--- config.mk ---
export PLATFORM = sky130hd
export DESIGN_NAME = pwl_periodic_waveform_generator_unit
export DESIGN_NICKNAME = d
export VERILOG_FILES = /design/src/rtl/pwl_pkg.sv /design/src/rtl/pwl_ctrl.sv /design/src/rtl/pwl_datapath.sv /design/src/rtl/pwl_periodic_waveform_generator_unit.sv
export SDC_FILE = /design/constraint.sdc
export NUM_CORES = 2
export LEC_CHECK = 0
export ABC_CLOCK_PERIOD_IN_PS = 9200
export BUFFER_PORTS_ARGS = -buffer_cell sky130_fd_sc_hd__buf_2
export CAP_MARGIN = 20
export CORE_MARGIN = 3
export CORE_UTILIZATION = 40
export CTS_BUF_LIST = sky130_fd_sc_hd__clkbuf_8
export CTS_CLUSTER_SIZE = 40
export DETAILED_ROUTE_END_ITERATION = 10
export GPL_TIMING_DRIVEN = 0
export HOLD_SLACK_MARGIN = 0.12
export MAX_ROUTING_LAYER = met4
export PLACE_DENSITY_LB_ADDON = 0.25
export SLEW_MARGIN = 20
export SYNTH_ARGS = -nofsm -noshare
export SYNTH_HDL_FRONTEND = slang
export SYNTH_HIERARCHICAL = 1
export SYNTH_SLANG_ARGS = --single-unit
export TNS_END_PERCENT = 5
--- constraint.sdc ---
create_clock -name clock -period 9.2 [get_ports clock]
set_input_delay 1.84 -clock clock [delete_from_list [all_inputs] [get_ports clock]]
set_output_delay 1.84 -clock clock [all_outputs]
set_load 0.005 [all_outputs]
--- src/rtl/pwl_pkg.sv ---
// Shared types and constants for the piecewise-linear waveform generator.
// Used by the controller, the datapath and the top level.
`timescale 1ns / 1ps

package pwl_pkg;

   localparam int MAX_POINTS = 16;
   localparam int IDX_W      = $clog2(MAX_POINTS);
   localparam int CNT_W      = $clog2(MAX_POINTS + 1);

   // Input command codes.
   typedef enum logic [2:0] {
      CMD_CLEAR  = 3'd0,
      CMD_APPEND = 3'd1,
      CMD_SAMPLE = 3'd2,
      CMD_START  = 3'd3,
      CMD_STEP   = 3'd4
   } cmd_type;

   localparam logic [31:0] SWEEP_STEP_RESET = 32'd65536;

   // Register address (byte address 4*index, word select only).
   localparam logic [1:0] REG_SWEEP_STEP = 2'd0;

   // Controller to datapath commands.
   typedef struct packed {
      logic load;        // capture the input word
      logic append;      // write the table at point_count
      logic clear;       // clear point_count
      logic start;       // load sweep_time
      logic sweep_adv;   // add step to sweep_time
      logic mod_start;   // begin reduction
      logic scan_start;  // begin segment search
      logic div_start;   // begin interpolation divide
      logic finish;      // form the result word
   } ctl_type;

   // Datapath to controller status.
   typedef struct packed {
      logic is_full;
      logic is_empty;
      logic mod_done;
      logic scan_done;
      logic div_done;
   } sts_type;

endpackage

--- src/rtl/pwl_ctrl.sv ---
// Controller state machine of the waveform generator.
// Depends on pwl_pkg for the command and status structs.
`timescale 1ns / 1ps

module pwl_ctrl (
   input  logic             clock,
   input  logic             reset,
   input  logic             in_valid,
   input  logic [2:0]       in_cmd,
   output logic             in_ready,
   input  logic             out_busy,
   output pwl_pkg::ctl_type ctl,
   input  pwl_pkg::sts_type sts
);

   typedef enum logic [2:0] {
      S_IDLE, S_DECODE, S_MOD, S_SCAN, S_DIV, S_EMIT
   } state_type;

   state_type       state_ff, state_in;
   logic [2:0]      cmd_ff, cmd_in;

   assign in_ready = (state_ff == S_IDLE);

   // Next state and command strobes.
   always_comb begin
      state_in = state_ff;
      cmd_in   = cmd_ff;
      ctl      = '0;
      unique case (state_ff)
         S_IDLE: begin
            if (in_valid) begin
               ctl.load = 1'b1;
               cmd_in   = in_cmd;
               state_in = S_DECODE;
            end
         end
         S_DECODE: begin
            unique case (cmd_ff)
               pwl_pkg::CMD_CLEAR: begin
                  ctl.clear = 1'b1;
                  state_in  = S_IDLE;
               end
               pwl_pkg::CMD_APPEND: begin
                  if (sts.is_full) begin
                     if (!out_busy) begin
                        ctl.finish = 1'b1;
                        state_in   = S_IDLE;
                     end
                  end else begin
                     ctl.append = 1'b1;
                     state_in   = S_IDLE;
                  end
               end
               pwl_pkg::CMD_START: begin
                  ctl.start = 1'b1;
                  state_in  = S_IDLE;
               end
               pwl_pkg::CMD_SAMPLE, pwl_pkg::CMD_STEP: begin
                  ctl.sweep_adv = (cmd_ff == pwl_pkg::CMD_STEP);
                  if (sts.is_empty) begin
                     state_in = S_EMIT;
                  end else begin
                     ctl.mod_start = 1'b1;
                     state_in      = S_MOD;
                  end
               end
               default: state_in = S_IDLE;
            endcase
         end
         S_MOD: begin
            if (sts.mod_done) begin
               ctl.scan_start = 1'b1;
               state_in       = S_SCAN;
            end
         end
         S_SCAN: begin
            if (sts.scan_done) begin
               ctl.div_start = 1'b1;
               state_in      = S_DIV;
            end
         end
         S_DIV: begin
            if (sts.div_done) state_in = S_EMIT;
         end
         S_EMIT: begin
            if (!out_busy) begin
               ctl.finish = 1'b1;
               state_in   = S_IDLE;
            end
         end
         default: state_in = S_IDLE;
      endcase
   end

   // State register.
   always_ff @(posedge clock) begin
      if (reset) begin
         state_ff <= S_IDLE;
         cmd_ff   <= 3'd0;
      end else begin
         state_ff <= state_in;
         cmd_ff   <= cmd_in;
      end
   end

`ifndef SYNTHESIS
   // A word is only accepted while idle.
   a_load_idle: assert property (@(posedge clock) disable iff (reset)
      ctl.load |-> state_ff == S_IDLE) else $error("load outside idle");
   // A result is only formed when the output is free.
   a_finish_free: assert property (@(posedge clock) disable iff (reset)
      ctl.finish |-> !out_busy) else $error("finish while output busy");
   // After a load the next cycle decodes.
   a_load_decode: assert property (@(posedge clock) disable iff (reset)
      ctl.load |=> state_ff == S_DECODE) else $error("load not followed by decode");
`endif

endmodule

--- src/rtl/pwl_datapath.sv ---
// Datapath of the waveform generator: breakpoint table, sweep accumulator,
// modulo unit, segment search and restoring divider. Depends on pwl_pkg.
`timescale 1ns / 1ps

module pwl_datapath (
   input  logic             clock,
   input  logic             reset,
   input  pwl_pkg::ctl_type ctl,
   output pwl_pkg::sts_type sts,
   input  logic [2:0]       in_cmd,
   input  logic [30:0]      in_ptime,
   input  logic [15:0]      in_pval,
   input  logic [31:0]      in_time,
   input  logic [30:0]      sweep_step,
   output logic [31:0]      res_time,
   output logic [15:0]      res_value,
   output logic             res_empty,
   output logic             res_full
);

   localparam int IW = pwl_pkg::IDX_W;
   localparam int CW = pwl_pkg::CNT_W;

   // Breakpoint memories.
   logic [30:0] times_mem [pwl_pkg::MAX_POINTS];
   logic [15:0] vals_mem  [pwl_pkg::MAX_POINTS];

   logic [CW-1:0] count_ff, count_in;
   logic [31:0]   sweep_ff, sweep_in;
   logic [30:0]   ptime_ff;
   logic [15:0]   pval_ff;
   logic [31:0]   samp_ff, samp_in;
   logic [2:0]    cmd_ff;

   // Table read port, registered data.
   logic [IW-1:0] rd_addr;
   logic [30:0]   rd_time_ff;
   logic [15:0]   rd_val_ff;

   assign sts.is_full  = (count_ff == CW'(pwl_pkg::MAX_POINTS));
   assign sts.is_empty = (count_ff == '0);

   // Input capture and table write.
   always_ff @(posedge clock) begin
      if (ctl.load) begin
         cmd_ff   <= in_cmd;
         ptime_ff <= in_ptime;
         pval_ff  <= in_pval;
         samp_ff  <= in_time;
      end else begin
         samp_ff  <= samp_in;
      end
      if (ctl.append) begin
         times_mem[count_ff[IW-1:0]] <= ptime_ff;
         vals_mem[count_ff[IW-1:0]]  <= pval_ff;
      end
      rd_time_ff <= times_mem[rd_addr];
      rd_val_ff  <= vals_mem[rd_addr];
   end

   // Sample time is the sweep time for a sweep step.
   always_comb begin
      samp_in = samp_ff;
      if (ctl.mod_start || (ctl.sweep_adv))
         samp_in = (cmd_ff == pwl_pkg::CMD_STEP) ? sweep_ff : samp_ff;
   end

   always_comb begin
      count_in = count_ff;
      if (ctl.clear)  count_in = '0;
      if (ctl.append) count_in = count_ff + CW'(1);
      sweep_in = sweep_ff;
      if (ctl.start)     sweep_in = samp_ff;
      if (ctl.sweep_adv) sweep_in = sweep_ff + {1'b0, sweep_step};
   end

   always_ff @(posedge clock) begin
      if (reset) begin
         count_ff <= '0;
         sweep_ff <= '0;
      end else begin
         count_ff <= count_in;
         sweep_ff <= sweep_in;
      end
   end

   // Modulo unit: restoring, one bit a cycle over 32 bits of |t|.
   // Period read first through the registered read port, then 32 steps.
   typedef enum logic [1:0] {M_IDLE, M_RD, M_RUN, M_FIX} mstate_type;
   mstate_type  m_st_ff;
   logic [5:0]  m_cnt_ff;
   logic [31:0] m_dvd_ff;   // magnitude shifting out
   logic [31:0] m_rem_ff;   // partial remainder
   logic [30:0] period_ff;
   logic        m_neg_ff;
   logic [30:0] tr_ff;
   logic        m_done_ff;
   logic [32:0] m_trial;

   assign m_trial = {m_rem_ff, m_dvd_ff[31]} - {2'b0, period_ff};

   always_ff @(posedge clock) begin
      if (reset) begin
         m_st_ff   <= M_IDLE;
         m_done_ff <= 1'b0;
      end else begin
         m_done_ff <= 1'b0;
         unique case (m_st_ff)
            M_IDLE: if (ctl.mod_start) m_st_ff <= M_RD;
            M_RD: begin
               m_st_ff <= M_RUN;
            end
            M_RUN: if (m_cnt_ff == 6'd31) m_st_ff <= M_FIX;
            M_FIX: begin
               m_st_ff   <= M_IDLE;
               m_done_ff <= 1'b1;
            end
            default: m_st_ff <= M_IDLE;
         endcase
      end
   end

   always_ff @(posedge clock) begin
      unique case (m_st_ff)
         M_RD: begin
            period_ff <= rd_time_ff;
            m_neg_ff  <= samp_ff[31];
            m_dvd_ff  <= samp_ff[31] ? (~samp_ff + 32'd1) : samp_ff;
            m_rem_ff  <= '0;
            m_cnt_ff  <= '0;
         end
         M_RUN: begin
            m_cnt_ff <= m_cnt_ff + 6'd1;
            m_dvd_ff <= {m_dvd_ff[30:0], 1'b0};
            if (!m_trial[32]) m_rem_ff <= m_trial[31:0];
            else              m_rem_ff <= {m_rem_ff[30:0], m_dvd_ff[31]};
         end
         M_FIX: begin
            if (period_ff == '0)
               tr_ff <= '0;
            else if (m_neg_ff && m_rem_ff != '0)
               tr_ff <= period_ff - m_rem_ff[30:0];
            else
               tr_ff <= m_rem_ff[30:0];
         end
         default: ;
      endcase
   end

   // Segment search: reads the table one entry at a time through the read port.
   typedef enum logic [2:0] {K_IDLE, K_RD, K_CHK, K_LO, K_LOW, K_DONE} kstate_type;
   kstate_type     k_st_ff;
   logic [IW-1:0]  k_idx_ff;
   logic [30:0]    hi_t_ff, lo_t_ff;
   logic [15:0]    hi_v_ff, lo_v_ff;
   logic           k_done_ff;
   logic [IW-1:0]  last_idx;

   assign last_idx = IW'(count_ff - CW'(1));

   always_comb begin
      rd_addr = k_idx_ff;
      if (m_st_ff == M_IDLE && ctl.mod_start) rd_addr = last_idx;
   end

   always_ff @(posedge clock) begin
      if (reset) begin
         k_st_ff   <= K_IDLE;
         k_done_ff <= 1'b0;
         k_idx_ff  <= '0;
      end else begin
         k_done_ff <= 1'b0;
         unique case (k_st_ff)
            K_IDLE: if (ctl.scan_start) begin
               k_idx_ff <= '0;
               k_st_ff  <= K_RD;
            end
            K_RD: k_st_ff <= K_CHK;
            K_CHK: begin
               if (rd_time_ff >= tr_ff || k_idx_ff == last_idx) begin
                  hi_t_ff <= rd_time_ff;
                  hi_v_ff <= rd_val_ff;
                  if (k_idx_ff == '0) begin
                     lo_t_ff   <= '0;
                     lo_v_ff   <= '0;
                     k_st_ff   <= K_DONE;
                  end else begin
                     k_idx_ff <= k_idx_ff - IW'(1);
                     k_st_ff  <= K_LO;
                  end
               end else begin
                  k_idx_ff <= k_idx_ff + IW'(1);
                  k_st_ff  <= K_RD;
               end
            end
            K_LO: k_st_ff <= K_LOW;
            K_LOW: begin
               lo_t_ff <= rd_time_ff;
               lo_v_ff <= rd_val_ff;
               k_st_ff <= K_DONE;
            end
            K_DONE: begin
               k_done_ff <= 1'b1;
               k_st_ff   <= K_IDLE;
            end
            default: k_st_ff <= K_IDLE;
         endcase
      end
   end

   // Interpolation: multiply, then restoring divide of |num| + den/2 by den.
   typedef enum logic [2:0] {D_IDLE, D_MUL, D_PREP, D_RUN, D_OUT} dstate_type;
   dstate_type   d_st_ff;
   logic [31:0]  den_ff;       // hi_t - lo_t (may be negative for unordered)
   logic [31:0]  dt_ff;        // tr - lo_t
   logic [16:0]  dv_ff;        // hi_v - lo_v
   logic [48:0]  num_ff;       // signed product
   logic [48:0]  q_dvd_ff;
   logic [31:0]  q_rem_ff;
   logic [48:0]  quot_ff;
   logic [5:0]   d_cnt_ff;
   logic         num_neg_ff;
   logic         d_done_ff;
   logic [15:0]  value_ff;
   logic [32:0]  d_trial;
   logic [49:0]  sum_wide;
   logic signed [50:0] r_wide;

   assign d_trial = {q_rem_ff, q_dvd_ff[48]} - {1'b0, den_ff};
   assign r_wide  = 51'(signed'(lo_v_ff))
                  + (num_neg_ff ? -signed'({2'b0, quot_ff}) : signed'({2'b0, quot_ff}));
   // Rounded dividend: magnitude of the product plus half the divisor.
   assign sum_wide = {1'b0, (num_ff[48] ? -num_ff : num_ff)} + 50'(den_ff[31:1]);

   always_ff @(posedge clock) begin
      if (reset) begin
         d_st_ff   <= D_IDLE;
         d_done_ff <= 1'b0;
      end else begin
         d_done_ff <= 1'b0;
         unique case (d_st_ff)
            D_IDLE: if (ctl.div_start) d_st_ff <= D_MUL;
            D_MUL:  d_st_ff <= D_PREP;
            D_PREP: d_st_ff <= (den_ff[31] || den_ff == '0) ? D_OUT : D_RUN;
            D_RUN:  if (d_cnt_ff == 6'd48) d_st_ff <= D_OUT;
            D_OUT: begin
               d_st_ff   <= D_IDLE;
               d_done_ff <= 1'b1;
            end
            default: d_st_ff <= D_IDLE;
         endcase
      end
   end

   always_ff @(posedge clock) begin
      unique case (d_st_ff)
         D_IDLE: if (ctl.div_start) begin
            den_ff <= {1'b0, hi_t_ff} - {1'b0, lo_t_ff};
            dt_ff  <= {1'b0, tr_ff} - {1'b0, lo_t_ff};
            dv_ff  <= 17'(signed'(hi_v_ff)) - 17'(signed'(lo_v_ff));
         end
         D_MUL: begin
            num_ff <= 49'(signed'(dt_ff) * signed'(dv_ff));
         end
         D_PREP: begin
            num_neg_ff <= num_ff[48];
            q_dvd_ff   <= sum_wide[48:0];
            q_rem_ff   <= '0;
            quot_ff    <= '0;
            d_cnt_ff   <= '0;
         end
         D_RUN: begin
            d_cnt_ff <= d_cnt_ff + 6'd1;
            q_dvd_ff <= {q_dvd_ff[47:0], 1'b0};
            if (!d_trial[32]) begin
               q_rem_ff <= d_trial[31:0];
               quot_ff  <= {quot_ff[47:0], 1'b1};
            end else begin
               q_rem_ff <= {q_rem_ff[30:0], q_dvd_ff[48]};
               quot_ff  <= {quot_ff[47:0], 1'b0};
            end
         end
         D_OUT: begin
            if (den_ff[31] || den_ff == '0)
               value_ff <= hi_v_ff;
            else if (r_wide > 51'sd32767)
               value_ff <= 16'h7FFF;
            else if (r_wide < -51'sd32768)
               value_ff <= 16'h8000;
            else
               value_ff <= r_wide[15:0];
         end
         default: ;
      endcase
   end

   // Result word.
   always_comb begin
      res_full  = (cmd_ff == pwl_pkg::CMD_APPEND);
      res_empty = !res_full && sts.is_empty;
      res_time  = res_full ? '0 : samp_ff;
      res_value = (res_full || sts.is_empty) ? '0 : value_ff;
   end

   assign sts.mod_done  = m_done_ff;
   assign sts.scan_done = k_done_ff;
   assign sts.div_done  = d_done_ff;

`ifndef SYNTHESIS
   // The point count never exceeds the table depth.
   a_count_range: assert property (@(posedge clock) disable iff (reset)
      count_ff <= CW'(pwl_pkg::MAX_POINTS)) else $error("point count overflow");
   // The reduced time stays inside the period.
   a_tr_range: assert property (@(posedge clock) disable iff (reset)
      m_done_ff && period_ff != '0 |-> tr_ff < period_ff) else $error("reduction out of range");
   // Appends only happen with room in the table.
   a_append_room: assert property (@(posedge clock) disable iff (reset)
      ctl.append |-> !sts.is_full) else $error("append to full table");
`endif

endmodule

--- src/rtl/pwl_periodic_waveform_generator_unit.sv ---
// Top level of the periodic piecewise-linear waveform generator.
// Depends on pwl_pkg, pwl_ctrl and pwl_datapath.
//
// Usage: command words enter on req_ (tdata packs command, point_time,
// point_value, time_in). Clear, append and start-sweep give no result.
// Sample and sweep-step give one result word on rsp_; an append to a full
// table gives one result with table_full set.
// A sample runs through the 32-step bit-serial modulo unit, a search of
// one breakpoint at a time through the table read port, and the 49-step
// restoring divider. A zero-length or reversed segment skips the divide;
// an empty table skips all three.
// One word is processed at a time; req_tready is high while idle.
// The result sits in an output register; a stalled rsp_tready holds it
// and the next word may still be accepted and worked on, stalling only at
// its own result.
// Reset clears the point count and sweep time and sets sweep_step to 1.0.
// The table contents are undefined until written.
`timescale 1ns / 1ps

module pwl_periodic_waveform_generator_unit (
   input  logic        clock,
   input  logic        reset,
   input  logic        req_tvalid,
   output logic        req_tready,
   // [2:0] command, [33:3] point_time, [49:34] point_value, [81:50] time_in
   input  logic [87:0] req_tdata,
   output logic        rsp_tvalid,
   input  logic        rsp_tready,
   // [31:0] sample_time, [47:32] sample_value
   output logic [47:0] rsp_tdata,
   // [0] empty_error, [1] table_full
   output logic [1:0]  rsp_tuser,
   input  logic        csr_psel,
   input  logic        csr_penable,
   input  logic        csr_pwrite,
   input  logic [1:0]  csr_paddr,
   input  logic [31:0] csr_pwdata,
   output logic [31:0] csr_prdata,
   output logic        csr_pready
);

   pwl_pkg::ctl_type ctl;
   pwl_pkg::sts_type sts;
   logic [30:0] step_ff;
   logic [31:0] r_time;
   logic [15:0] r_value;
   logic        r_empty, r_full;
   logic        busy;
   logic [47:0] out_data_ff;
   logic [1:0]  out_user_ff;
   logic        out_valid_ff;

   // Configuration register.
   assign csr_pready = 1'b1;
   assign csr_prdata = (csr_paddr == pwl_pkg::REG_SWEEP_STEP) ? {1'b0, step_ff} : '0;
   always_ff @(posedge clock) begin
      if (reset) begin
         step_ff <= pwl_pkg::SWEEP_STEP_RESET[30:0];
      end else if (csr_psel && csr_penable && csr_pwrite
                   && csr_paddr == pwl_pkg::REG_SWEEP_STEP) begin
         step_ff <= csr_pwdata[30:0];
      end
   end

   assign busy = out_valid_ff && !rsp_tready;

   pwl_ctrl u_ctrl (
      .clock    (clock),
      .reset    (reset),
      .in_valid (req_tvalid),
      .in_cmd   (req_tdata[2:0]),
      .in_ready (req_tready),
      .out_busy (busy),
      .ctl      (ctl),
      .sts      (sts)
   );

   pwl_datapath u_dp (
      .clock      (clock),
      .reset      (reset),
      .ctl        (ctl),
      .sts        (sts),
      .in_cmd     (req_tdata[2:0]),
      .in_ptime   (req_tdata[33:3]),
      .in_pval    (req_tdata[49:34]),
      .in_time    (req_tdata[81:50]),
      .sweep_step (step_ff),
      .res_time   (r_time),
      .res_value  (r_value),
      .res_empty  (r_empty),
      .res_full   (r_full)
   );

   // Output register.
   always_ff @(posedge clock) begin
      if (reset) begin
         out_valid_ff <= 1'b0;
      end else if (ctl.finish) begin
         out_valid_ff <= 1'b1;
      end else if (rsp_tready) begin
         out_valid_ff <= 1'b0;
      end
      if (ctl.finish) begin
         out_data_ff <= {r_value, r_time};
         out_user_ff <= {r_full, r_empty};
      end
   end

   assign rsp_tvalid = out_valid_ff;
   assign rsp_tdata  = out_data_ff;
   assign rsp_tuser  = out_user_ff;

`ifndef SYNTHESIS
   // A held result keeps its word until taken.
   a_hold: assert property (@(posedge clock) disable iff (reset)
      rsp_tvalid && !rsp_tready |=> rsp_tvalid && $stable(rsp_tdata))
      else $error("result dropped");
   // Never both error flags at once.
   a_flags: assert property (@(posedge clock) disable iff (reset)
      rsp_tvalid |-> !(rsp_tuser[0] && rsp_tuser[1])) else $error("both flags set");
   // A new result is never written over an untaken one.
   a_no_over: assert property (@(posedge clock) disable iff (reset)
      ctl.finish |-> !busy) else $error("result overwritten");
`endif

endmodule

### Word-level counts from Yosys, hierarchy flattened

Memory sizes are Yosys's and may differ from the RTL's. A register that Yosys moved wholly into a read port is not among the register bits.
Cells that the tools add are included.

| storage, ports and cells | value |
|---|---|
| register bits after elaboration | 732 |
| RAM bits | 752 |
| input bits | 129 |
| output and inout port bits | 85 |
| logic and storage cells | 228 |
| memories | 2 |

| operators by class | value |
|---|---|
| add/subtract/negate cells | 18 |
| multipliers | 1 |
| $lt $le $gt $ge | 3 |
| equality and inequality tests | 39 |
| muxes and demuxes | 80 |
| bitwise operators | 2 |
| reduce and logical (&&, ||, !) cells | 43 |

Memory list:

| memory | depth | bits a word | read ports | clocked after Yosys merged registers in | write ports | RTL line | RTL |
|---|---|---|---|---|---|---|---|
| u_dp.times_mem | 16 | 31 | 1 | 1 | 1 | pwl_datapath.sv:25 | `logic [30:0] times_mem [pwl_pkg::MAX_POINTS];` |
| u_dp.vals_mem | 16 | 16 | 1 | 1 | 1 | pwl_datapath.sv:26 | `logic [15:0] vals_mem [pwl_pkg::MAX_POINTS];` |

Operator list:

| cell | count |
|---|---|
| 2-to-1 mux 32 bit | 8 |
| one-hot mux 49 bit (2 select lines) | 2 |
| one-hot mux 32 bit (2 select lines) | 3 |
| 2-to-1 mux 31 bit | 4 |
| 2-to-1 mux 16 bit | 5 |
| subtractor 31 x 31 -> 32 bit | 2 |
| one-hot mux 31 bit (2 select lines) | 1 |
| adder 16 x 51 -> 51 bit | 1 |
| greater-than comparator 51 x 16 -> 1 bit, second input constant | 1 |
| < comparator 51 x 16 -> 1 bit, second input constant | 1 |
| 2-to-1 mux 51 bit | 1 |
| negation 49 -> 51 bit | 1 |
| adder 49 x 31 -> 49 bit | 1 |
| multiplier 32 x 17 -> 49 bit | 1 |
| 2-to-1 mux 49 bit | 1 |
| negation 49 bit | 1 |
| 2-to-1 mux 3 bit | 13 |
| subtractor 33 x 31 -> 33 bit | 1 |
| subtractor 33 x 32 -> 33 bit | 1 |
| adder 32 x 1 -> 32 bit, second input constant | 1 |
| adder 32 x 31 -> 32 bit | 1 |
| zero test 32 bit | 1 |
| inverter 32 bit | 1 |
| one-hot mux 16 bit (2 select lines) | 1 |
| other kinds (46) | 132 |

### Longest topological paths before layout

| depth | value |
|---|---|
| depth after elaboration | 7 |
| mapped depth | 27 |
| gate-level depth less buffers | 26 |

### Modules after synthesis

Netlist, hierarchy kept.

By module, submodules not included:

| module | instances | cells each | area each (um^2) | sequential area each (um^2) |
|---|---|---|---|---|
| pwl_datapath | 1 | 7,687 | 91,134.9 | 42,340.6 |
| pwl_periodic_waveform_generator_unit | 1 | 229 | 3,190.6 | 2,142.1 |
| pwl_ctrl | 1 | 57 | 466.7 | 120.1 |

### Worst setup path after synthesis

OpenSTA, ideal clock, no wires.

| timing | value |
|---|---|
| path type | reg-to-reg |
| start point | register u_ctrl.state_ff[2] |
| end point | register u_dp.den_ff[0] (enable) |
| library setup time | 0.751 ns |
| data arrival time | 9.044 ns |
| data required time | 8.449 ns |
| path slack | -0.595 ns |
| stages on the path, launching flop included | 3 |
| buffers on the path | 0 |
| clock period less this slack | 9.795 ns |
| cells stage by stage | dfxtp_1 -> and4b_1 -> nor4b_1 |

RTL lines:

| what | RTL line | RTL |
|---|---|---|
| start: declaration | pwl_ctrl.sv:20 | `state_type state_ff, state_in;` |
| start signal: assignment | pwl_ctrl.sv:102 | `state_ff <= state_in;` |
| end signal: assignment | pwl_datapath.sv:258 | `den_ff <= {1'b0, hi_t_ff} - {1'b0, lo_t_ff};` |
| end: declaration | pwl_datapath.sv:214 | `logic [31:0] den_ff;` |

### Final worst setup path

| timing | value |
|---|---|
| start point | register u_dp.dt_ff[15] |
| end point | register u_dp.num_ff[47] (data pin) |

| on the way | value |
|---|---|
| word-level cells in the longest chain between the ends | 1 |

Ends and longest elaborated chain:

| what | RTL line | RTL |
|---|---|---|
| start: declaration | pwl_datapath.sv:215 | `logic [31:0] dt_ff;` |
| start signal: assignment | pwl_datapath.sv:259 | `dt_ff <= {1'b0, tr_ff} - {1'b0, lo_t_ff};` |
| multiplier 32 x 17 -> 49 bit | pwl_datapath.sv:263 | `num_ff <= 49'(signed'(dt_ff) * signed'(dv_ff));` |
| end signal: assignment | pwl_datapath.sv:263 |  |
| end: declaration | pwl_datapath.sv:217 | `logic [48:0] num_ff;` |

No other way between the ends.
A chain may end at the register's enable or synchronous reset.

==> Implementation_results.wiki <==
{| class="wikitable"
! Metric !! Value
|-
| Unrepaired setup endpoints after global routing || true
|-
| Final clock skew || 0.0905 ns
|-
| Io pins || approximately 210
|-
| Crit path capture type || flop
|-
| Area of the die || 0.243 sq mm
|-
| Post-cts resize count || 1
|-
| Iteration-0 DRC count of the detailed router || 5253
|-
| DRC Markers || 0
|-
| Antenna violations before repair || 14
|-
| Aggregate global-route resource usage || 22.4%
|-
| Signed area change from the synthesized netlist to the final layout || 12.4%
|-
| Required time worst endpoint || 9.97 ns
|-
| Longest Clk Path Bufs || 4
|-
| Global-route congestion overflow total || 0
|-
| Mapped Cells || 7973
|-
| Min cycle time layout || 8.84 ns
|-
| Reg area || 0.0446 sq mm
|-
| Worst Path Arrival || 9.61 ns
|-
| Library cell with the highest instance count after synthesis || edfxtp_1
|-
| Total vias in the final route || around 64000
|-
| Top cells by instance count after synthesis || edfxtp_1 (1394), inv_1 (874), nand2_1 (608), fa_1 (531), ha_1 (449)
|-
| Share of total power consumed by net switching || 24.3%
|-
| Dpl ws || -0.0475 ns
|-
| Reported net switching power || 3740 uW
|-
| Power per Cell Area || ~140 mW/mm^2
|-
| CORE AREA || 0.235 sq mm
|-
| Result of the run || complete, no violations
|-
| Proportion of register bits with asynchronous set or reset after synthesis || 0%
|-
| Sequential cell area fraction in the yosys report || 47.1%
|-
| Number of hold-slack violations in the final timing report || 0
|-
| Area taken by multi-input logic gates || 0.0458 sq mm
|-
| Final number of max-transition violations || 0
|-
| Pre-Repair DR Iteration Count || 6
|-
| Leading post-synthesis cells by cell area || edfxtp_1 (44%), fa_1 (11%), ha_1 (5.9%)
|-
| Post-synth EDFFs || 1394
|-
| Final cell utilization of the core || 45.3%
|-
| Fraction of layout cells with a size suffix above 1 || a little under an eighth
|-
| Classification of the worst-slack hold path || flop to flop
|-
| Fraction of power consumed by combinational cells || 7.2%
|-
| Die boundary height || ~490 um
|-
| Share of power burned in the clock network || roughly 40%
|-
| Residual antenna-violating net count after detailed routing || 0
|-
| Distinct cell type count after synthesis || 106
|-
| Number of maximum-capacitance constraint violations || 0
|-
| Clk Tree Root Cell || clkbuf_8
|-
| First-pass GRT wire length || slightly above 400000 um
|-
| Filler instances || 21700
|-
| Via count of the first global-routing pass || around 65000
|-
| Dominant cell type by area after synthesis || edfxtp_1
|-
| Die X || 493 um
|-
| Number of rows in the core area || 178
|-
| Number of register bits inferred by synthesis || 1531
|-
| Remaining max-slew budget at the tightest pin || 25.7%
|-
| Synthesized netlist net count || 9082
|-
| Slack of the critical path || between 0.3 and 0.4 ns
|-
| Inserted Clock Buffers || approximately 280
|-
| Total number of yosys warnings || 6
|-
| Leakage power total || 0.0418 uW
|-
| Post-route clock period utilization || 96.1%
|-
| Number of nets in the layout || 9673
|-
| Depth of the CTS H-tree || 5
|-
| Int Power || 11600 uW
|-
| GP Congestion || between 0.9 and 1
|-
| Fmax || around 110 MHz
|-
| Prevailing post-synth register cell || edfxtp_1
|-
| Path type of the worst setup path || flop to flop
|-
| Routed WL per cell || 22.4 um
|-
| Number of buffers added to fix hold violations after cts || 0
|-
| Clock tree from TritonCTS || done
|-
| Clock-pin slew reported for the worst setup and hold paths after clock tree synthesis || 0.06 ns
|-
| Post-synthesis cell area || 0.0948 sq mm
|-
| Number of vias per cell after detailed routing || about 5.4
|-
| Peak supply drop || 0.167 mV
|-
| Sequential cell fraction of total power || 52.6%
|-
| Detailed placement HPWL || 203000 um
|-
| Critical Path Fanout Max || 10
|-
| Number of endpoints failing setup at the final stage || 0
|-
| Clock latency reported for the late side of the worst-skew pair || 1.04 ns
|-
| Clock sink total || 1531
|-
| Top-area cell type share of the netlist area || 44.2%
|-
| Transition time of the tightest slew-check pin || 1.11 ns
|-
| Starting Density || between 40% and 50%
|-
| Port-buffer cells || between 200 and 250
|-
| Post-CTS setup buffer count || 0
|-
| Total Routed Length || about 270000 um
|-
| Pin count of the biggest net entering global routing || 55
|-
| CP Launch Type || flop
|-
| Accumulated negative setup slack || 0 ns
|-
| Mean post-synth cell area || 11.9 sq um
|}
## cell usage in the layout, fill, tap and decap left out, types with 135 or more instances in the layout
cell type     n
dfxtp_1     137
clkbuf_8    301
fa_1        531
mux2i_1     151
nand2_1     608
edfxtp_1   1394
buf_2       213
a21oi_1     373
a211oi_1    135
clkbuf_1    244
nor2b_1     164
xnor2_1     272
o21ai_0     243
inv_1       940
ha_1        446
mux4_2      188
nor2_1      400
and2_1      315
## critical path, cell delays in order (launching register included)
cell	delay, ns
edfxtp_1	0.33
clkbuf_1	0.58
clkbuf_1	0.65
nand2_1	0.18
fa_1	0.57
inv_1	0.05
fa_1	0.47
inv_1	0.05
fa_1	0.49
inv_1	0.05
fa_1	0.51
fa_1	0.50
inv_1	0.05
fa_1	0.47
inv_1	0.05
ha_1	0.36
a21o_1	0.20
a21oi_1	0.14
o21bai_1	0.10
a31oi_1	0.21
o21ai_0	0.17
a21oi_1	0.44
a21boi_0	0.26
o41ai_2	0.69
a211oi_1	0.26
a221oi_1	0.38
o21bai_1	0.11
xor2_1	0.27
## power groups by stage
stage	logic, uW	registers, uW	clock network, uW
global route	1220	8110	6680
floorplan	783	8100	0
global placement	1050	8230	0
finish	1100	8090	6190
detailed placement	1090	8230	0
CTS	1100	8090	6380
## logic make-up after synthesis
family / Yosys count / synth area share [%]
xor+xnor: 406 / 3.75
compound gates: 1330 / 9.12
fa+ha+maj: 980 / 17.1
mux: 374 / 6.48
other cells: 2 / 0.00792
flops: 1531 / 47.1
simple gates: 2164 / 11.6
buf+inv: 1186 / 4.82
## sequential cells by signal (all words and copies together) (netlist names), 32 cells and up
name and flops:
rsp_tdata 48, u_dp/den_ff 32, u_dp/dt_ff 32, u_dp/m_dvd_ff 32
u_dp/m_rem_ff 32, u_dp/num_ff 49, u_dp/q_dvd_ff 49, u_dp/q_rem_ff 32
u_dp/quot_ff 49, u_dp/samp_ff 32, u_dp/sweep_ff 32, u_dp/times_mem 496
u_dp/vals_mem 256
## worst paths after layout
kind / from / endpoint / slack, ns / depth (start not counted)
worst max-delay path: u_dp/dt_ff[15]$_DFFE_PP_ / u_dp/num_ff[47]$_DFFE_PN_ / 0.36 / 27
worst max register to register: u_dp/dt_ff[15]$_DFFE_PP_ / u_dp/num_ff[47]$_DFFE_PN_ / 0.36 / 27
worst min-delay path: u_dp/rd_val_ff[14]$_DFF_P_ / u_dp/hi_v_ff[14]$_DFFE_PP_ / 0.43 / 0
worst min register to register: u_dp/rd_val_ff[14]$_DFF_P_ / u_dp/hi_v_ff[14]$_DFFE_PP_ / 0.43 / 0
## cell type report
cell class	instances	share of cell area [%]
clock buffers	301	3.89
plain buffers	310	1.22
clock inverters	168	0.976
well taps	3150	3.70
repair buffers	307	2.26
inverters	876	3.09
flip-flops and latches	1531	41.9
multi-input cells	5256	43.0
diodes	8	0.0188
## per-layer routing
layer	GRT usage, %	wire length (um)	vias up
met2	35.7	127000	1913
li1	-	-	29500
met5	-	0	-
met3	3.60	16400	328
met4	4.89	5070	0
met1	30.2	118000	32700
## per-stage QoR
step | hold WS (ns) | power, uW | area [sq um] | instances
after floorplan | 0.400 | 8890 | 94800 | 7973
after global placement | 0.406 | 9280 | 99800 | 11300
after detailed placement | 0.411 | 9330 | 101000 | 11400
after CTS | 0.430 | 15600 | 107000 | 11900
after global routing | 0.440 | 16000 | 107000 | 11900
final | 0.428 | 15400 | 107000 | 11900
(Power assumes the default switching activity.)
